===== src/design/biq_pkg.sv =====
// Shared types and constants of the biquad filter.
package biq_pkg;

	localparam int COEF_WIDTH     = 16;
	localparam int COEF_FRAC_BITS = 14;
	localparam int ACC_WIDTH      = 36;
	localparam int NUM_COEFS      = 5;
	localparam int CFG_IDX_WIDTH  = 3;

	typedef logic signed [COEF_WIDTH-1:0] coef_t;
	typedef coef_t coef_bank_t [NUM_COEFS];

	localparam logic [CFG_IDX_WIDTH-1:0] REG_B0 = 3'd0;
	localparam logic [CFG_IDX_WIDTH-1:0] REG_B1 = 3'd1;
	localparam logic [CFG_IDX_WIDTH-1:0] REG_B2 = 3'd2;
	localparam logic [CFG_IDX_WIDTH-1:0] REG_A1 = 3'd3;
	localparam logic [CFG_IDX_WIDTH-1:0] REG_A2 = 3'd4;

	localparam coef_bank_t COEF_RESET = '{16'sd16384, 16'sd0, 16'sd0, 16'sd0, 16'sd0};

	typedef enum logic [2:0] {
		OP_NONE,
		OP_LOAD,
		OP_ACC,
		OP_SAT,
		OP_FB1,
		OP_FB2,
		OP_FIN
	} biq_op_t;

	typedef struct packed {
		biq_op_t op;
		logic    clr;
	} biq_ctrl_t;

endpackage


===== src/design/biq_mac.sv =====
// Shared multiply-accumulate unit with the delay accumulators and the output register.
module biq_mac import biq_pkg::*; #(
	parameter int SAMPLE_WIDTH = 16
) (
	input  logic                           clk,
	input  logic                           arst_n,
	input  biq_ctrl_t                      ctrl,
	input  coef_bank_t                     coefs,
	input  logic signed [SAMPLE_WIDTH-1:0] x_in,
	output logic signed [SAMPLE_WIDTH-1:0] y_out
);

	localparam int PW = COEF_WIDTH + SAMPLE_WIDTH;
	localparam int MW = ((PW > ACC_WIDTH) ? PW : ACC_WIDTH) + 1;
	localparam logic signed [MW-1:0] RND = MW'(1) <<< (COEF_FRAC_BITS - 1);
	localparam logic signed [SAMPLE_WIDTH-1:0] Y_MAX = {1'b0, {(SAMPLE_WIDTH-1){1'b1}}};
	localparam logic signed [SAMPLE_WIDTH-1:0] Y_MIN = {1'b1, {(SAMPLE_WIDTH-1){1'b0}}};
	localparam int HI_LSB = COEF_FRAC_BITS + SAMPLE_WIDTH - 1;

	logic signed [SAMPLE_WIDTH-1:0] x_q;
	logic signed [SAMPLE_WIDTH-1:0] y_q;
	logic signed [SAMPLE_WIDTH-1:0] y_out_q;
	logic signed [PW-1:0]           prod_q;
	logic signed [MW-1:0]           acc_q;
	logic signed [ACC_WIDTH-1:0]    d1_q;
	logic signed [ACC_WIDTH-1:0]    d2_q;

	coef_t                          mul_c;
	logic signed [SAMPLE_WIDTH-1:0] mul_m;
	logic signed [PW-1:0]           mul_c_ext;
	logic signed [PW-1:0]           mul_m_ext;
	logic signed [PW-1:0]           mul_p;
	logic signed [MW-1:0]           add_a;
	logic signed [MW-1:0]           add_b;
	logic                           add_sub;
	logic                           add_rnd;
	logic signed [MW-1:0]           sum;
	logic [MW-HI_LSB-1:0]           acc_hi;
	logic                           ovf;
	logic signed [SAMPLE_WIDTH-1:0] y_sat;

	always_comb begin
		mul_c   = '0;
		mul_m   = '0;
		add_a   = '0;
		add_sub = 1'b0;
		add_rnd = 1'b0;
		unique case (ctrl.op)
			OP_LOAD: begin
				mul_c = coefs[REG_B0];
				mul_m = x_in;
			end
			OP_ACC: begin
				mul_c   = coefs[REG_B1];
				mul_m   = x_q;
				add_a   = MW'(d1_q);
				add_rnd = 1'b1;
			end
			OP_SAT: begin
				mul_c = coefs[REG_B2];
				mul_m = x_q;
				add_a = MW'(d2_q);
			end
			OP_FB1: begin
				mul_c = coefs[REG_A1];
				mul_m = y_q;
			end
			OP_FB2: begin
				mul_c   = coefs[REG_A2];
				mul_m   = y_q;
				add_a   = MW'(d1_q);
				add_sub = 1'b1;
			end
			OP_FIN: begin
				add_a   = MW'(d2_q);
				add_sub = 1'b1;
			end
			default: begin
			end
		endcase
	end

	assign mul_c_ext = PW'(mul_c);
	assign mul_m_ext = PW'(mul_m);
	assign mul_p     = mul_c_ext * mul_m_ext;

	assign add_b = add_sub ? ~MW'(prod_q) : MW'(prod_q);
	assign sum   = add_a + add_b + MW'(add_sub) + (add_rnd ? RND : MW'(0));

	assign acc_hi = acc_q[MW-1:HI_LSB];
	assign ovf    = !((&acc_hi) || (~|acc_hi));
	assign y_sat  = ovf ? (acc_q[MW-1] ? Y_MIN : Y_MAX)
	                    : acc_q[HI_LSB:COEF_FRAC_BITS];

	always_ff @(posedge clk) begin
		if (ctrl.op != OP_NONE && ctrl.op != OP_FIN) begin
			prod_q <= mul_p;
		end
		if (ctrl.op == OP_LOAD) begin
			x_q <= x_in;
		end
		if (ctrl.op == OP_ACC) begin
			acc_q <= sum;
		end
		if (ctrl.op == OP_SAT) begin
			y_q <= y_sat;
		end
		if (ctrl.op == OP_FIN) begin
			y_out_q <= y_q;
		end
	end

	always_ff @(posedge clk or negedge arst_n) begin
		if (!arst_n) begin
			d1_q <= '0;
			d2_q <= '0;
		end else if (ctrl.clr) begin
			d1_q <= '0;
			d2_q <= '0;
		end else begin
			if (ctrl.op == OP_SAT || ctrl.op == OP_FB2) begin
				d1_q <= sum[ACC_WIDTH-1:0];
			end
			if (ctrl.op == OP_FB1 || ctrl.op == OP_FIN) begin
				d2_q <= sum[ACC_WIDTH-1:0];
			end
		end
	end

	assign y_out = y_out_q;

endmodule


===== src/design/biq_ctrl.sv =====
// Sequencer of the biquad filter: handshakes and step order of the shared unit.
module biq_ctrl import biq_pkg::*; (
	input  logic      clk,
	input  logic      arst_n,
	input  logic      in_valid,
	output logic      in_stall,
	output logic      out_valid,
	input  logic      out_stall,
	input  logic      cfg_clr,
	output biq_ctrl_t ctrl
);

	typedef enum logic [2:0] {
		ST_IDLE,
		ST_ACC,
		ST_SAT,
		ST_FB1,
		ST_FB2,
		ST_FIN
	} state_t;

	state_t state_q;
	logic   out_valid_q;
	logic   in_xfer;
	logic   out_load;

	assign in_stall = (state_q != ST_IDLE);
	assign in_xfer  = in_valid && !in_stall;
	assign out_load = (state_q == ST_FIN) && (!out_valid_q || !out_stall);

	always_ff @(posedge clk or negedge arst_n) begin
		if (!arst_n) begin
			state_q     <= ST_IDLE;
			out_valid_q <= 1'b0;
		end else begin
			unique case (state_q)
				ST_IDLE: if (in_xfer) state_q <= ST_ACC;
				ST_ACC:  state_q <= ST_SAT;
				ST_SAT:  state_q <= ST_FB1;
				ST_FB1:  state_q <= ST_FB2;
				ST_FB2:  state_q <= ST_FIN;
				ST_FIN:  if (out_load) state_q <= ST_IDLE;
				default: state_q <= ST_IDLE;
			endcase
			if (out_load) begin
				out_valid_q <= 1'b1;
			end else if (!out_stall) begin
				out_valid_q <= 1'b0;
			end
		end
	end

	always_comb begin
		ctrl.clr = cfg_clr;
		ctrl.op  = OP_NONE;
		unique case (state_q)
			ST_IDLE: ctrl.op = in_xfer ? OP_LOAD : OP_NONE;
			ST_ACC:  ctrl.op = OP_ACC;
			ST_SAT:  ctrl.op = OP_SAT;
			ST_FB1:  ctrl.op = OP_FB1;
			ST_FB2:  ctrl.op = OP_FB2;
			ST_FIN:  ctrl.op = out_load ? OP_FIN : OP_NONE;
			default: ctrl.op = OP_NONE;
		endcase
	end

	assign out_valid = out_valid_q;

endmodule


===== src/design/biquad_iir_filter_top.sv =====
// Top level of the biquad IIR filter in transposed direct form II.
//
// Input channel: sample_in with in_valid / in_stall; a transfer takes place at
// a rising edge with in_valid high and in_stall low. Output channel: sample_out
// with out_valid / out_stall, same rule. Coefficients b0, b1, b2, a1, a2
// (signed Q2.14) are written through cfg_wr_en / cfg_index / cfg_data at
// indexes 0 to 4; any such write also clears both delay accumulators.
//
// One item takes the transfer cycle followed by five steps of the single
// shared multiplier and adder (five products and their sums). in_stall is
// high for those five steps. The result is registered; a new sample is
// taken while it waits. out_valid rises once the last step has loaded the
// output register.
// If the receiver still stalls when the next result is ready, the sequencer
// holds in its last step until the output register frees up.
//
// Reset: coefficients return to b0 = 1.0 and the rest to zero, the delay
// accumulators clear and no result is pending.
module biquad_iir_filter_top import biq_pkg::*; #(
	parameter int SAMPLE_WIDTH = 16
) (
	input  logic                           clk,
	input  logic                           arst_n,
	input  logic                           in_valid,
	output logic                           in_stall,
	input  logic signed [SAMPLE_WIDTH-1:0] sample_in,
	output logic                           out_valid,
	input  logic                           out_stall,
	output logic signed [SAMPLE_WIDTH-1:0] sample_out,
	input  logic                           cfg_wr_en,
	input  logic [CFG_IDX_WIDTH-1:0]       cfg_index,
	input  logic [COEF_WIDTH-1:0]          cfg_data
);

	coef_bank_t coef_q;
	logic       cfg_hit;
	biq_ctrl_t  ctrl;

	always_comb begin
		unique case (cfg_index) inside
			REG_B0, REG_B1, REG_B2, REG_A1, REG_A2: cfg_hit = cfg_wr_en;
			default: cfg_hit = 1'b0;
		endcase
	end

	always_ff @(posedge clk or negedge arst_n) begin
		if (!arst_n) begin
			coef_q <= COEF_RESET;
		end else if (cfg_hit) begin
			coef_q[cfg_index] <= coef_t'(cfg_data);
		end
	end

	biq_ctrl u_ctrl (
		.clk       (clk),
		.arst_n    (arst_n),
		.in_valid  (in_valid),
		.in_stall  (in_stall),
		.out_valid (out_valid),
		.out_stall (out_stall),
		.cfg_clr   (cfg_hit),
		.ctrl      (ctrl)
	);

	biq_mac #(
		.SAMPLE_WIDTH(SAMPLE_WIDTH)
	) u_mac (
		.clk    (clk),
		.arst_n (arst_n),
		.ctrl   (ctrl),
		.coefs  (coef_q),
		.x_in   (sample_in),
		.y_out  (sample_out)
	);

endmodule


===== config.mk =====
export PLATFORM = sky130hd
export DESIGN_NAME = biquad_iir_filter_top
export DESIGN_NICKNAME = d
export VERILOG_FILES = /design/src/design/biq_pkg.sv /design/src/design/biq_mac.sv /design/src/design/biq_ctrl.sv /design/src/design/biquad_iir_filter_top.sv
export SDC_FILE = /design/constraint.sdc
export NUM_CORES = 1
export LEC_CHECK = 0
export ABC_AREA = 1
export BUFFER_PORTS_ARGS = -buffer_cell sky130_fd_sc_hd__buf_4
export CORE_MARGIN = 2
export CORE_UTILIZATION = 50
export CTS_BUF_LIST = sky130_fd_sc_hd__clkbuf_2 sky130_fd_sc_hd__clkbuf_4 sky130_fd_sc_hd__clkbuf_8
export CTS_CLUSTER_DIAMETER = 150
export DETAILED_ROUTE_END_ITERATION = 12
export PLACE_DENSITY = 0.65
export SLEW_MARGIN = 20
export SYNTH_ARGS = -nofsm -noshare
export SYNTH_HDL_FRONTEND = slang
export SYNTH_SLANG_ARGS = --single-unit

===== constraint.sdc =====
create_clock -name clk -period 19.15 [get_ports clk]
set_clock_uncertainty 0.15 [all_clocks]
set_input_delay 1.915 -clock clk [delete_from_list [all_inputs] [get_ports clk]]
set_output_delay 1.915 -clock clk [all_outputs]
set_load 0.02 [all_outputs]

---- Word-level counts from Yosys, hierarchy flattened ----
Cells that the tools add are included.
cells by class
  order comparisons ....................... 2
  eq/ne operators ......................... 19
  add/sub/neg operators ................... 3
  bitwise gates (word level) .............. 2
  multiply operators ...................... 1
  reductions and logical operators ........ 27
  muxes and demuxes ....................... 25
operator list
  kind                                                                      count
  36-bit 2-to-1 mux                                                         4
  80-bit bitwise mux                                                        1
  16-bit one-hot mux with 5 select lines                                    1
  37-bit adder                                                              2
  37-bit one-hot mux with 2 select lines                                    1
  16-bit demux with 3-bit select                                            1
  16-bit 2-to-1 mux                                                         3
  16-bit one-hot mux with 3 select lines                                    1
  37-bit by 1-bit adder with 37-bit output                                  1
  37-bit 2-to-1 mux                                                         1
  32-bit NOT with 37-bit output                                             1
  3-bit one-hot mux with 6 select lines                                     2
  16-bit by 16-bit multiplier with 32-bit output                            1
  3-bit by 2-bit == test with 1-bit output (second input constant)          6
  3-bit == test (second input constant)                                     6
  14-bit 2-to-1 mux                                                         1
  2-bit OR reduction                                                        5
  3-bit by 1-bit == test with 1-bit output (second input constant)          3
  3-bit 2-to-1 mux                                                          3
  8-bit AND reduction                                                       1
  8-bit OR reduction                                                        1
  3-bit logical NOT                                                         2
  1-bit 2-to-1 mux                                                          6
  2-bit by 1-bit inequality test with 1-bit output (second input constant)  3
  11 further kinds                                                          22
storage, ports and cells
  output and inout port bits .............. 18
  register bits after elaboration ......... 273
  word-level logic and storage cells ...... 93
  bits of input ports ..................... 40

---- Depth between registers and ports, before layout ----
  depth after elaboration ................. 14
  depth in mapped cells ................... 32
  mapped depth without buffers ............ 29

---- Cells and area by module ----
Synthesis repeated with hierarchy kept, for this count alone.
second synthesis, totals
  cells, all modules ...................... 2909
  area total of the unflattened synthesis .. 24369.6 µm²
by module, submodules not included
  module                 instances  seq. area each (µm²)  cells an instance  area an instance (µm²)
  biq_mac                1          4894.7                2521               20856.3
  biquad_iir_filter_top  1          2003.2                355                3293.2
  biq_ctrl               1          100.1                 33                 220.2

---- Least setup slack after synthesis ----
Ideal clock, no wire load.
  path kind ............................... input port to flip-flop
  start ................................... in in_valid
  end ..................................... reg u_mac.prod_q[30] (data pin)
  path buffers ............................ 2
  data required time ...................... 18.735 ns
  path slack .............................. 11.232 ns
  cell stages on the path ................. 24
  arrival time ............................ 7.503 ns
  library setup time ...................... 0.265 ns
  path through ............................ nand3_2 > inv_2 > buf_2 > nand2_1 > nand3_2 > buf_4 > nand2_1 > fa_1 > inv_1 > fa_1 > inv_1 > fa_1 > inv_1 > fa_1 > inv_1 > fa_1 > inv_1 > fa_1 > ha_1 > nand2_1 > nor4_1 > nand2_1 > o21ai_0 > xor2_1
on the way
  longest elaborated chain between the ends .. 7
  elaborated cells on any way between the ends .. 13
  those cells by class .................... 1 x mul; 5 x eq/ne; 4 x mux; 3 x reduce/logical
ends and longest elaborated chain
  what                                                                              RTL line                     text
  start, declared                                                                   biquad_iir_filter_top.sv:24  input logic in_valid,
  1-bit logical AND *                                                               biq_ctrl.sv:28               assign in_xfer = in_valid && !in_stall;
  1-bit 2-to-1 mux *                                                                biq_ctrl.sv:57               ST_IDLE: ctrl.op = in_xfer ? OP_LOAD : OP_NONE;
  3-bit one-hot mux with 6 select lines *                                           biq_ctrl.sv:56               unique case (state_q)
  3-bit == test / 3-bit by 2-bit == test with 1-bit output (equally long branches)  biq_mac.sv:48                unique case (ctrl.op)
  2-bit OR reduction (no line)                                                      n/a
  16-bit one-hot mux with 3 select lines                                            biq_mac.sv:48
  16-bit by 16-bit multiplier with 32-bit output *                                  biq_mac.sv:85                assign mul_p = mul_c_ext * mul_m_ext;
  net u_mac.mul_p[30]                                                               biq_mac.sv:32                logic signed [PW-1:0] mul_p;
  end signal, assigned                                                              biq_mac.sv:97                prod_q <= mul_p;
  end, declared                                                                     biq_mac.sv:23                logic signed [PW-1:0] prod_q;
Mark *: on every way through the listed nets, which the timed path passes. The rest lies on a longest branch.
A chain may end at the register's enable or synchronous reset.

---- Worst setup path after layout ----
  start ................................... in in_valid
  end ..................................... reg u_mac.prod_q[26] (data pin)
Same word-level chain as after synthesis.

==> results.json <==
{
  "wl_per_cell_um": 18.0,
  "drt-total-wl_um": 66100,
  "async_reset_ff_share_pct": 60.2,
  "vias": 19436,
  "clock_latency_ns": 0.62,
  "finish.utilization_pct": 53.9,
  "die_w_um": 225,
  "hpwlAfterDp_um": 50800,
  "ctsHtreeMaxLevel": 2,
  "slew_viol_final": 0,
  "path_class": "in -> reg",
  "drt-initial-drc-count": 1522,
  "rsz0062_at_grt": "no",
  "path_clk_slew_ns": 0.06,
  "synth_cell_type_count": 44,
  "fin_area_mm2": 0.0262,
  "outcome": "completed",
  "first_pass_iters": 5,
  "cp.required_ns": 19.37,
  "relSlewSlack_pct": 29.2,
  "synth-edff-count": 103,
  "syn2layout_area_growth_pct": 7.26,
  "post-route-period-util_pct": 44.6,
  "clock-sinks": 259,
  "fill_cells": 4631,
  "grt_overflow": 0,
  "drive_gt1_share_pct": 6.41,
  "track_usage_pct": 27.2,
  "cts_buffer_depth": 3,
  "maxCapViolCount": 0,
  "synth_flop_cell": "dfrtp_1",
  "port_buffers": 57,
  "setup_tns_ns": 0,
  "viasPerCell": 5.28,
  "core_area_mm2": 0.0486,
  "tightestPinTransition_ns": 1.06,
  "arrival_ns": 8.75,
  "syn_area_mm2": 0.0245,
  "floorplan.initialDensity_pct": 50.3,
  "drc": 0,
  "syn_nets": 3449,
  "dpl_worst_slack_ns": 10.06,
  "io_pins": 58,
  "final_nets": 3473,
  "synth-seq-cells": 259,
  "hold_violations": 0,
  "crit_fanout": 43,
  "syn-mean-instance-area_um2": 8.17,
  "syn_inst": 2994,
  "numCtsBuffers": 46,
  "antenna_found_initial": 1,
  "grt_pass1_wl_um": 107000,
  "yosysSeqAreaShare_pct": 28.6,
  "grt_pass1_vias": 19779,
  "worstSetupStartpointType": "input port",
  "cts_resized": 0,
  "hold_path_class": "reg -> reg",
  "cts_tree": "done",
  "antenna_cells": 0,
  "die_area_mm2": 0.0507,
  "min_period_ns": 8.53,
  "grt_max_degree": 90,
  "cp-end-kind": "flop",
  "fmax_mhz": 117,
  "setup_viol": 0,
  "ant_nets": 0,
  "cts_setup_buffers": 0,
  "hold_buffers": 0,
  "dpl-instance-area_mm2": 0.0252,
  "setup_slack_ns": 10.62,
  "ys_warn_count": 0,
  "gp_congestion": 0.932,
  "root_buffer": "clkbuf_8",
  "num_rows": 81,
  "die_h_um": 225
}
-- cell families (layout without fill, tap and decap cells) --
group / count (synthesis) / count (layout) / synth area share [%]
AO/OA/AOI/OAI: 344 / 344 / 7.59
XOR/XNOR: 74 / 74 / 2.65
adder cells (fa/ha/maj): 415 / 415 / 29.4
buffers and inverters: 744 / 806 / 12.1
flip-flops: 259 / 259 / 28.6
AND/OR/NAND/NOR: 1158 / 1158 / 19.7
-- synth_stat cells (14+ instances only) --
cell type  instances  area share [%]
a21oi_1           69             1.4
buf_4             14            0.43
nor3_1            18            0.37
xnor2_1           44             1.6
nand2_1          846              13
nor2_1           137             2.1
edfxtp_1         103              13
inv_1            641             9.8
o21ai_0          224             4.6
dfrtp_1          155              16
fa_1             265              22
buf_2             29            0.59
nand3_1           91             1.9
ha_1             150             7.7
a22o_1            16            0.57
clkbuf_1          38            0.58
o21bai_1          15            0.46
nand4_1           19            0.49
xor2_1            30             1.1
-- worst paths after layout --
kind / start / to / slack (ns) / cells after the start
worst max-delay path: in_valid / u_mac.prod_q[26] / 10.62 / 27
worst min register to register: u_mac.y_q[11] / u_mac.y_out[11] / 0.30 / 0
worst max register to register: u_ctrl.state_q[0] / u_mac.prod_q[26] / 11.20 / 26
min in group asynchronous: arst_n / u_mac.d2_q[33] / 1.17 / 1
worst min-delay path: u_mac.y_q[11] / u_mac.y_out[11] / 0.30 / 0
max in group asynchronous: arst_n / coef_q[62] / 16.44 / 2
-- stage by stage --
step | hold WS, ns | instances
2_1_floorplan | 0.270 | 2994
3_3_place_gp | 0.279 | 3591
3_5_place_dp | 0.287 | 3591
4_1_cts | 0.300 | 3677
5_1_grt | 0.301 | 3678
6_report | 0.297 | 3678
-- sequential cells by signal, indices dropped and copies added, names as in the netlist --
| signal | count |
|---|---|
| u_ctrl.state_q | 3 |
| u_mac.prod_q | 32 |
| u_mac.y_q | 16 |
| u_mac.y_out | 16 |
| u_ctrl.out_valid | 1 |
| coef_q | 80 |
| u_mac.d1_q | 36 |
| u_mac.d2_q | 36 |
| u_mac.acc_q | 23 |
| u_mac.x_q | 16 |
-- worst max-delay path, cell delays in order --
cell and delay, ns:
buf_4 0.10, nand3_2 0.18, inv_2 0.08, buf_4 0.48, nand2_1 0.10, nand3_1 0.58, nand2_1 0.21, fa_1 0.59
inv_1 0.15, fa_1 0.83, inv_1 0.16, fa_1 0.51, inv_1 0.06, fa_1 0.49, fa_1 0.49, inv_1 0.05
fa_1 0.47, inv_1 0.04, ha_1 0.33, nand2_1 0.11, nor2_1 0.15, inv_1 0.07, nor2_1 0.14, nand3_1 0.10
nand3_1 0.12, a21oi_1 0.09, xnor2_1 0.13
-- per-layer routing --
layer  vias up  track usage (%)  share of wire [%]
li1       9207                -                  -
met1      9479             38.1                 44
met3       121             3.64                6.6
met5         -                0                  0
met4         0             10.3                3.8
met2       629             43.3                 46
-- placed cells by master, fill, tap and decap left out, drive strengths merged --
cell and n:
a21boi 3, a21o 3, a21oi 70, a22o 16, a31oi 2, and2 4, and3 1, buf 68
clkbuf 72, clkinv 9, clkinvlp 2, dfrtp 155, dfstp 1, edfxtp 103, fa 265, ha 150
inv 655, nand2 848, nand3 103, nand3b 5, nand4 29, nor2 140, nor3 19, nor4 9
o211ai 1, o21ai 228, o21bai 15, o22ai 5, o31ai 1, xnor2 44, xor2 30
-- area by class of cell --
class                           instances  area [um^2]  share of cell area, %
Tap cell                              622          778                   2.97
Clock buffer                           72          878                   3.35
Timing Repair Buffer                   68          526                   2.00
Multi-Input combinational cell       1991        14500                   55.3
Sequential cell                       259         7000                   26.7
Clock inverter                         14         85.1                  0.324
Inverter                              652         2450                   9.33
Power is not shown: default switching activity piles up to over one toggle a cycle in this logic, so the estimate is an artifact.
